<file path="src/rtl/e2e_crc32_counter_protect_check_assert.svh">
// Assertion macros shared by the e2e CRC guard RTL.
// Pure text; no dependencies. Each macro expands to one labeled concurrent assertion.
`ifndef E2E_CRC32_COUNTER_PROTECT_CHECK_ASSERT_SVH
`define E2E_CRC32_COUNTER_PROTECT_CHECK_ASSERT_SVH

// Same-cycle implication, disabled while reset is held.
`define E2ECRC_ASSERT_SAME(lbl, clk, rstn, ante, cons) \
    lbl: assert property (@(posedge clk) disable iff (!(rstn)) (ante) |-> (cons)) \
        else $error("e2ecrc: same-cycle check failed");

// Next-cycle implication, disabled while reset is held.
`define E2ECRC_ASSERT_NEXT(lbl, clk, rstn, ante, cons) \
    lbl: assert property (@(posedge clk) disable iff (!(rstn)) (ante) |=> (cons)) \
        else $error("e2ecrc: next-cycle check failed");

`endif

</file>
<file path="src/rtl/e2ecrc_pkg.sv">
// Package for the e2e CRC-32 / sequence counter guard: codes, types, CRC functions.
// No dependencies; used by e2ecrc_guard and the top level.
package e2ecrc_pkg;

    localparam logic [31:0] CRC_ALL_ONES  = 32'hFFFF_FFFF;
    localparam logic [31:0] CRC_POLY_REFL = 32'hEDB8_8320;

    localparam int          COUNTER_LIMIT_DEFAULT = 255;
    localparam logic [7:0]  MAX_DELTA_RESET       = 8'd1;

    // config port
    localparam int CFG_ADDR_W = 1;
    localparam int CFG_DATA_W = 16;
    localparam logic [CFG_ADDR_W-1:0] REG_DATA_ID   = 1'd0;
    localparam logic [CFG_ADDR_W-1:0] REG_MAX_DELTA = 1'd1;

    // frame layout of a check message (byte positions)
    localparam logic [2:0] POS_COUNTER = 3'd4;  // after 4 CRC bytes
    localparam logic [2:0] POS_PAYLOAD = 3'd6;  // after counter and id byte
    localparam logic [2:0] BYTE_SAT    = 3'd7;  // byte count saturation / min frame

    typedef enum logic [1:0] {
        OP_PROTECT   = 2'd0,
        OP_FORWARD   = 2'd1,
        OP_CHECK     = 2'd2,
        OP_CHECK_ALT = 2'd3   // handled as check
    } op_t;

    typedef enum logic [2:0] {
        ST_OK        = 3'd0,
        ST_TOO_SHORT = 3'd1,
        ST_WRONG_CRC = 3'd2,
        ST_REPEATED  = 3'd3,
        ST_WRONG_SEQ = 3'd4,
        ST_EMPTY     = 3'd5
    } status_t;

    typedef struct packed {
        op_t        op;
        logic [7:0] data_byte;
        logic       has_byte;
        logic       last;
    } item_t;

    typedef struct packed {
        status_t     status;
        logic [31:0] crc_word;
        logic [7:0]  counter_value;
        logic [7:0]  data_id_low;
    } result_t;

    // One byte of reflected CRC-32.
    function automatic logic [31:0] crc_byte(input logic [31:0] crc, input logic [7:0] b);
        logic [31:0] c;
        c = crc ^ {24'h0, b};
        for (int k = 0; k < 8; k++) begin
            c = c[0] ? ((c >> 1) ^ CRC_POLY_REFL) : (c >> 1);
        end
        return c;
    endfunction

    // CRC state after the two data-id bytes (high byte first).
    function automatic logic [31:0] crc_id_seed(input logic [15:0] id);
        return crc_byte(crc_byte(CRC_ALL_ONES, id[15:8]), id[7:0]);
    endfunction

    localparam logic [31:0] CRC_SEED_RESET = crc_id_seed(16'h0000);

endpackage

</file>
<file path="src/rtl/e2e_crc32_counter_protect_check.sv">
// Top level of the e2e CRC-32 / sequence counter guard: stream ports, config, staging.
// Depends on e2ecrc_pkg, e2ecrc_guard and e2e_crc32_counter_protect_check_assert.svh.
//
//  channel  | dir | contents
//  ---------+-----+------------------------------------------------------------
//  s_*      | in  | one message byte per transaction; tlast closes the message
//  m_*      | out | one result per message: status, CRC, counter, id byte
//  cfg_*    | in  | register writes: 0 data_id, 1 max_delta_counter
//
// One byte per cycle sustained while no closing byte waits on a stalled result. A
// transaction is registered, then processed by the guard's single-byte CRC step (two
// byte steps on the first byte of a non-check message) into the result register,
// which raises m_tvalid. The input register keeps taking bytes while a result waits;
// only a closing byte behind a stalled result holds s_tready low.
// aresetn is synchronous; it clears counters, CRC state and both valid flags.
// The data-id CRC prefix is computed once per data_id write and kept in a register.
module e2e_crc32_counter_protect_check #(
    parameter int COUNTER_LIMIT = e2ecrc_pkg::COUNTER_LIMIT_DEFAULT
) (
    input  logic                                aclk,
    input  logic                                aresetn,
    // input stream
    input  logic                                s_tvalid,
    output logic                                s_tready,
    input  logic [7:0]                          s_tdata,   // [7:0] data_byte
    input  logic [2:0]                          s_tuser,   // [1:0] op, [2] has_byte
    input  logic                                s_tlast,   // last
    // result stream
    output logic                                m_tvalid,
    input  logic                                m_tready,
    output logic [55:0]                         m_tdata,   // [2:0] status, [34:3] crc_word,
                                                           // [42:35] counter_value,
                                                           // [50:43] data_id_low, rest 0
    // configuration
    input  logic                                cfg_wr_en,
    input  logic [e2ecrc_pkg::CFG_ADDR_W-1:0]   cfg_addr,
    input  logic [e2ecrc_pkg::CFG_DATA_W-1:0]   cfg_wdata
);

    // config registers
    logic [31:0] seed_id_reg;
    logic [7:0]  id_low_reg;
    logic [7:0]  max_delta_reg;

    always_ff @(posedge aclk) begin
        if (!aresetn) begin
            seed_id_reg   <= e2ecrc_pkg::CRC_SEED_RESET;
            id_low_reg    <= 8'h0;
            max_delta_reg <= e2ecrc_pkg::MAX_DELTA_RESET;
        end else if (cfg_wr_en) begin
            case (cfg_addr)
                e2ecrc_pkg::REG_DATA_ID: begin
                    seed_id_reg <= e2ecrc_pkg::crc_id_seed(cfg_wdata);
                    id_low_reg  <= cfg_wdata[7:0];
                end
                e2ecrc_pkg::REG_MAX_DELTA: begin
                    max_delta_reg <= cfg_wdata[7:0];
                end
                default: begin
                end
            endcase
        end
    end

    // input register
    logic                in_valid_reg;
    e2ecrc_pkg::item_t   in_item_reg;
    logic                advance;

    // a non-closing byte never needs the result register
    assign advance  = in_valid_reg && (!in_item_reg.last || !m_tvalid || m_tready);
    assign s_tready = !in_valid_reg || advance;

    always_ff @(posedge aclk) begin
        if (!aresetn) begin
            in_valid_reg <= 1'b0;
        end else if (s_tready) begin
            in_valid_reg <= s_tvalid;
        end
    end

    always_ff @(posedge aclk) begin
        if (s_tvalid && s_tready) begin
            in_item_reg.op        <= e2ecrc_pkg::op_t'(s_tuser[1:0]);
            in_item_reg.data_byte <= s_tdata;
            in_item_reg.has_byte  <= s_tuser[2];
            in_item_reg.last      <= s_tlast;
        end
    end

    // message guard
    e2ecrc_pkg::result_t guard_result;

    e2ecrc_guard #(
        .COUNTER_LIMIT (COUNTER_LIMIT)
    ) u_guard (
        .aclk      (aclk),
        .aresetn   (aresetn),
        .item_adv  (advance),
        .item      (in_item_reg),
        .seed_id   (seed_id_reg),
        .max_delta (max_delta_reg),
        .id_low    (id_low_reg),
        .result    (guard_result)
    );

    // result register
    logic                out_valid_reg;
    e2ecrc_pkg::result_t out_result_reg;

    always_ff @(posedge aclk) begin
        if (!aresetn) begin
            out_valid_reg <= 1'b0;
        end else if (advance && in_item_reg.last) begin
            out_valid_reg <= 1'b1;
        end else if (m_tready) begin
            out_valid_reg <= 1'b0;
        end
    end

    always_ff @(posedge aclk) begin
        if (advance && in_item_reg.last) begin
            out_result_reg <= guard_result;
        end
    end

    assign m_tvalid = out_valid_reg;
    assign m_tdata  = {5'b0_0000,
                       out_result_reg.data_id_low,
                       out_result_reg.counter_value,
                       out_result_reg.crc_word,
                       out_result_reg.status};

`include "e2e_crc32_counter_protect_check_assert.svh"

    // a closing transaction always lands in the result register
    `E2ECRC_ASSERT_NEXT(a_close_to_out, aclk, aresetn, advance && in_item_reg.last, out_valid_reg)
    // a closing byte never overwrites a result still waiting
    `E2ECRC_ASSERT_SAME(a_no_overwrite, aclk, aresetn, out_valid_reg && !m_tready && in_valid_reg && in_item_reg.last, !advance)
    // a held input transaction stays intact
    `E2ECRC_ASSERT_NEXT(a_in_hold, aclk, aresetn, in_valid_reg && !advance, in_valid_reg && $stable(in_item_reg))

endmodule

</file>
<file path="src/rtl/e2ecrc_guard.sv">
// Message state and per-byte logic of the e2e guard: CRC, counters, header capture.
// Depends on e2ecrc_pkg and e2e_crc32_counter_protect_check_assert.svh.
module e2ecrc_guard #(
    parameter int COUNTER_LIMIT = e2ecrc_pkg::COUNTER_LIMIT_DEFAULT
) (
    input  logic                 aclk,
    input  logic                 aresetn,
    input  logic                 item_adv,    // item consumed this cycle
    input  e2ecrc_pkg::item_t    item,
    input  logic [31:0]          seed_id,     // CRC after data-id bytes
    input  logic [7:0]           max_delta,
    input  logic [7:0]           id_low,
    output e2ecrc_pkg::result_t  result       // valid when item_adv && item.last
);

    localparam logic [7:0] LIMIT_8  = 8'(COUNTER_LIMIT);
    localparam logic [9:0] WRAP_ADD = 10'(COUNTER_LIMIT + 1);

    logic [7:0]          pc_reg, pc_next;
    logic [7:0]          cc_reg, cc_next;
    logic [31:0]         crc_reg, crc_next;
    logic [2:0]          bc_reg, bc_next;
    logic [31:0]         rcrc_reg, rcrc_next;
    logic [7:0]          rcnt_reg, rcnt_next;
    e2ecrc_pkg::op_t     kind_reg, kind_next;

    logic        is_check;
    logic [7:0]  next_pc;
    logic [7:0]  seed_cnt;
    logic [31:0] crc_pre, crc_upd, crc_cur, crc_fin;
    logic        crc_step;
    logic [9:0]  delta;
    logic        seq_bad;

    always_comb begin
        kind_next = (bc_reg == 3'd0) ? item.op : kind_reg;
        is_check  = kind_next inside {e2ecrc_pkg::OP_CHECK, e2ecrc_pkg::OP_CHECK_ALT};
        next_pc   = (pc_reg < LIMIT_8) ? pc_reg + 8'd1 : 8'd0;
        seed_cnt  = (kind_next == e2ecrc_pkg::OP_PROTECT) ? next_pc : cc_reg;

        // one shared byte update; its base depends on position and kind
        if (!is_check && bc_reg == 3'd0) begin
            crc_pre = e2ecrc_pkg::crc_byte(seed_id, seed_cnt);
        end else if (is_check && bc_reg == e2ecrc_pkg::POS_COUNTER) begin
            crc_pre = seed_id;
        end else begin
            crc_pre = crc_reg;
        end
        crc_upd  = e2ecrc_pkg::crc_byte(crc_pre, item.data_byte);
        crc_step = item.has_byte && (!is_check || bc_reg == e2ecrc_pkg::POS_COUNTER
                                    || bc_reg >= e2ecrc_pkg::POS_PAYLOAD);
        crc_cur  = crc_step ? crc_upd : crc_reg;
        crc_fin  = crc_cur ^ e2ecrc_pkg::CRC_ALL_ONES;

        rcrc_next = rcrc_reg;
        if (item.has_byte && is_check && bc_reg < e2ecrc_pkg::POS_COUNTER) begin
            case (bc_reg[1:0])
                2'd0:    rcrc_next[7:0]   = item.data_byte;
                2'd1:    rcrc_next[15:8]  = item.data_byte;
                2'd2:    rcrc_next[23:16] = item.data_byte;
                default: rcrc_next[31:24] = item.data_byte;
            endcase
        end
        rcnt_next = rcnt_reg;
        if (item.has_byte && is_check && bc_reg == e2ecrc_pkg::POS_COUNTER) begin
            rcnt_next = item.data_byte;
        end
        bc_next = (item.has_byte && bc_reg < e2ecrc_pkg::BYTE_SAT) ? bc_reg + 3'd1 : bc_reg;

        // wrapped counter advance; negative after wrap counts as too far
        delta = {2'b00, rcnt_next} - {2'b00, cc_reg};
        if (rcnt_next < cc_reg) begin
            delta = delta + WRAP_ADD;
        end
        seq_bad = delta[9] || (delta[8:0] > {1'b0, max_delta});

        pc_next  = pc_reg;
        cc_next  = cc_reg;
        crc_next = crc_cur;
        result.status        = e2ecrc_pkg::ST_OK;
        result.crc_word      = 32'h0;
        result.counter_value = 8'h0;
        result.data_id_low   = id_low;

        if (item.last) begin
            if (is_check) begin
                if (bc_next < e2ecrc_pkg::BYTE_SAT) begin
                    result.status = e2ecrc_pkg::ST_TOO_SHORT;
                end else begin
                    result.crc_word      = crc_fin;
                    result.counter_value = rcnt_next;
                    if (crc_fin != rcrc_next) begin
                        result.status = e2ecrc_pkg::ST_WRONG_CRC;
                    end else if (rcnt_next == cc_reg) begin
                        result.status = e2ecrc_pkg::ST_REPEATED;
                    end else begin
                        cc_next       = rcnt_next;
                        result.status = seq_bad ? e2ecrc_pkg::ST_WRONG_SEQ
                                                : e2ecrc_pkg::ST_OK;
                    end
                end
            end else if (bc_next == 3'd0) begin
                result.status = e2ecrc_pkg::ST_EMPTY;
            end else begin
                result.crc_word      = crc_fin;
                result.counter_value = seed_cnt;
                pc_next              = seed_cnt;
            end
            // message closes
            bc_next   = 3'd0;
            crc_next  = e2ecrc_pkg::CRC_ALL_ONES;
            rcrc_next = 32'h0;
        end
    end

    always_ff @(posedge aclk) begin
        if (!aresetn) begin
            pc_reg   <= 8'h0;
            cc_reg   <= 8'h0;
            crc_reg  <= e2ecrc_pkg::CRC_ALL_ONES;
            bc_reg   <= 3'd0;
            rcrc_reg <= 32'h0;
            rcnt_reg <= 8'h0;
            kind_reg <= e2ecrc_pkg::OP_PROTECT;
        end else if (item_adv) begin
            pc_reg   <= pc_next;
            cc_reg   <= cc_next;
            crc_reg  <= crc_next;
            bc_reg   <= bc_next;
            rcrc_reg <= rcrc_next;
            rcnt_reg <= rcnt_next;
            kind_reg <= kind_next;
        end
    end

`include "e2e_crc32_counter_protect_check_assert.svh"

    // every message boundary returns to the idle frame state
    `E2ECRC_ASSERT_NEXT(a_close_clears, aclk, aresetn, item_adv && item.last, bc_reg == 3'd0 && crc_reg == e2ecrc_pkg::CRC_ALL_ONES && rcrc_reg == 32'h0)
    // byte count only grows inside a message
    `E2ECRC_ASSERT_NEXT(a_bc_monotonic, aclk, aresetn, item_adv && !item.last, bc_reg >= $past(bc_reg))
    // check counter moves only when a check message closes
    `E2ECRC_ASSERT_NEXT(a_cc_hold, aclk, aresetn, !(item_adv && item.last && is_check), $stable(cc_reg))
    // too-short or empty messages report no CRC and no counter
    `E2ECRC_ASSERT_SAME(a_reject_zero, aclk, aresetn, item_adv && item.last && (result.status == e2ecrc_pkg::ST_EMPTY || result.status == e2ecrc_pkg::ST_TOO_SHORT), result.crc_word == 32'h0 && result.counter_value == 8'h0)

endmodule
</file>
<file path="config.mk">
export PLATFORM = sky130hd
export DESIGN_NAME = e2e_crc32_counter_protect_check
export DESIGN_NICKNAME = d
export VERILOG_FILES = /design/src/rtl/e2ecrc_pkg.sv /design/src/rtl/e2e_crc32_counter_protect_check.sv /design/src/rtl/e2ecrc_guard.sv
export VERILOG_INCLUDE_DIRS = /design/src /design/src/rtl
export SDC_FILE = /design/constraint.sdc
export NUM_CORES = 1
export LEC_CHECK = 0
export BUFFER_PORTS_ARGS = -buffer_cell sky130_fd_sc_hd__buf_2
export CAP_MARGIN = 20
export CORE_ASPECT_RATIO = 0.5
export CORE_MARGIN = 5
export CORE_UTILIZATION = 55
export CTS_CLUSTER_DIAMETER = 60
export DETAILED_ROUTE_END_ITERATION = 8
export GPL_TIMING_DRIVEN = 0
export PLACE_DENSITY = 0.73
export SETUP_SLACK_MARGIN = 0.1
export SLEW_MARGIN = 20
export SYNTH_ARGS = -nofsm -noshare
export SYNTH_HDL_FRONTEND = slang
export SYNTH_HIERARCHICAL = 1
export SYNTH_SLANG_ARGS = --single-unit
</file>
<file path="constraint.sdc">
create_clock -name aclk -period 14.45 [get_ports aclk]
set_input_delay 2.1675 -clock aclk [delete_from_list [all_inputs] [get_ports aclk]]
set_output_delay 2.1675 -clock aclk [all_outputs]
set_load 0.01 [all_outputs]
</file>
==> flow_summary.yaml <==
run_status:
  status: "complete, no violations"
logic_synthesis:
  synth_top_flop_cell: "dfxtp_1"
  ys_types: 86
  ys_seq_elements: 206
  synth_area_leaders: "dfxtp_1, edfxtp_1, xnor2_1, mux2i_1, xnor3_1"
  syn_area_per_cell_um2: 9.38
  yosys_warnings: 6
  synth_area_mm2: 0.0147
  yosysTopAreaCell: "dfxtp_1"
  netlist_instances: 1567
  async_reset_ff_share_pct: 0
  synth_seq_area_share_pct: 32.4
  yosys.area.top_type_share_pct: 19.5
  synth-edff-count: 63
cts:
  post-cts-setup-buffers: 0
  clock_latency_ns: 0.52
  cts_made_buffers: 21
  h-tree-depth: 1
  postCtsHoldBufs: 0
  tritoncts: "yes"
  path_clk_slew_ns: 0.07
  cts_buffer_depth: 3
  cts_resized: 0
  clockRootBuffer: "clkbuf_16"
  clock-sinks: 206
final_layout:
  finalNetCount: 1725
  n_fill_cell: 2321
  largest_reg_flops: 51
  area_growth_syn_to_layout_pct: 10.3
  final_common_cell: "nand2_1"
  mostFrequentLayoutCells: "nand2_1, xnor2_1, dfxtp_1, nor2_1, mux2i_1"
  drive_above_1_share_pct: 11.2
  final_core_util_pct: 61.4
die:
  dieHeight_um: 126
  io-pin-count: 92
  num_rows: 42
  core_area_mm2: 0.0264
  die_area_mm2: 0.0303
  fp.dieW_um: 241
  start_util_pct: 55.7
sta:
  maxSlewHeadroom_pct: 31.8
  fin_setup_tns_ns: 0
  fmax_mhz: 139
  fin_crit_sh_pct: 49.8
  finalSetupViolCount: 0
  worst-slew-pin-transition_ns: 1.01
  finClkSkew_ns: 0.0159
  finalCriticalPeriod_ns: 7.19
  hold_viol: 0
  slew_viol_final: 0
  grt_setup_unrepaired: "false"
  whs_ns: 0.470
detailed_routing:
  routed_via_density: 6.13
  drcViolationCount: 0
  wl_per_cell_um: 24.7
  wl_mm: 50.2
  met2WireLength_mm: 20.7
  route.vias.total: 12500
  dr.max_layer_used: "met5"
  dr_wl_met3_mm: 5.94
  drtIter0Drc: 1304
  first_pass_iters: 5
  m1WireLength_mm: 22.5
  postRouteAntennaNets: 0
worst_setup_path:
  cp-start-kind: "flip-flop"
  crit_type: "flip-flop to flip-flop"
  path_max_fanout: 10
  cp-end-kind: "flip-flop"
  required_ns: 14.89
  cp_data_arrival_time_ns: 7.63
pwr:
  power.density_mw_per_mm2: 138
  peakVddDrop_mv: 0.0941
  power.leakage_nw: 6.27
hold_path:
  hp-class: "flip-flop to flip-flop"
global_route:
  grt_first_pass_wirelength_mm: 74.1
  grt_antenna_before_repair: 4
  grt_max_degree: 31
  grt-ovfl-total: 0
  first_global_vias: 11800
  grtUsageTotal_pct: 32.2
place:
  gp_congestion: 1.01
  portBuffers: 72
  dp_hpwl_mm: 40.0
job:
  drv_cap: 0
[metal layers]
metal	vias to the layer above	track usage [%]
li1	5684	-
met1	6078	47.4
met2	638	46.7
met3	78	10.8
met4	6	5.77
met5	-	0
[metrics by stage]
stage | power (W) | cells | setup slack, ns | area [µm²]
2_1_floorplan | 0.00142 | 1571 | 9.02 | 14700
3_3_place_gp | 0.00169 | 1995 | 7.52 | 15500
3_5_place_dp | 0.00169 | 1997 | 7.43 | 15600
4_1_cts | 0.00222 | 2034 | 7.39 | 16200
5_1_grt | 0.00232 | 2034 | 7.09 | 16200
6_report | 0.00224 | 2035 | 7.26 | 16200
[cell type report]
type / count / area [µm²] / share of cell area, %
antenna: 1 / 2.50 / 0.0154
clock inverter: 11 / 75.1 / 0.463
multi-input combinational: 1212 / 9250 / 57.1
sequential: 206 / 4750 / 29.3
inverter: 37 / 139 / 0.857
tap: 352 / 440 / 2.72
buffer: 116 / 586 / 3.61
clock buffer: 26 / 554 / 3.42
timing repair buffer: 74 / 408 / 2.52
[cell usage after synthesis (4+ instances only)]
cell type  instances
nand3_1           29
a21boi_0          31
xnor2_2            4
a32oi_1           15
xnor2_4            6
inv_1             37
mux2i_1           82
o211ai_1          16
xnor2_1          166
nand2b_1          24
nor4_1             8
buf_2              9
xnor3_2            6
xor3_1             8
o21ai_0           58
a211oi_1          27
and2_1            22
ha_1              22
a31oi_1            5
buf_1             10
edfxtp_1          63
o211a_1           18
nor3b_1            4
nor2b_1           46
and3_1             7
o22ai_1           34
a21o_1             6
a21oi_1           73
mux2_2             7
xor2_1            79
nor2_1            97
nor3_1            13
xnor3_1           31
nand2_1          184
buf_6             11
dfxtp_1          143
nand4_1           12
buf_4             15
clkbuf_1          71
a2111oi_0          4
[critical path: stages (launching register included)]
cell	delay (ns)
dfxtp_1	0.35
clkbuf_1	0.36
inv_1	0.12
ha_1	0.31
nor2b_1	0.16
buf_2	0.20
o21ai_4	0.38
mux2i_2	0.54
xnor2_4	0.26
xnor3_2	0.61
xnor2_2	0.40
mux2i_1	0.44
nand2_1	0.28
xnor3_1	0.67
o22ai_1	0.16
or4b_4	0.56
a2111oi_4	0.40
and4_1	0.43
buf_6	0.21
mux2i_1	0.22
[worst paths after layout]
path / start / endpoint / slack (ns) / cells after the start
max reg2reg: u_guard/bc_reg[0] / u_guard/cc_reg[5] / 7.26 / 19
max: u_guard/bc_reg[0] / u_guard/cc_reg[5] / 7.26 / 19
min: u_guard/cc_reg[2] / u_guard/cc_reg[2] / 0.47 / 2
min reg2reg: u_guard/cc_reg[2] / u_guard/cc_reg[2] / 0.47 / 2
[power breakdown]
| group | internal, W | total (W) | switching [W] |
|---|---|---|---|
| Sequential | 0.000622 | 0.000657 | 0.0000351 |
| Clock | 0.000276 | 0.000522 | 0.000247 |
| Combinational | 0.000462 | 0.00106 | 0.000600 |
| Total | 0.00136 | 0.00224 | 0.000882 |
[cell families after synthesis]
family | share of synthesized area (%)
compound gates | 14.9
xor+xnor | 24.3
fa+ha+maj | 2.01
buf+inv | 4.93
flops | 32.4
mux | 6.52
other cells | 0.0255
simple gates | 15.0
No activity file was read; power rests on OpenSTA's default activity.
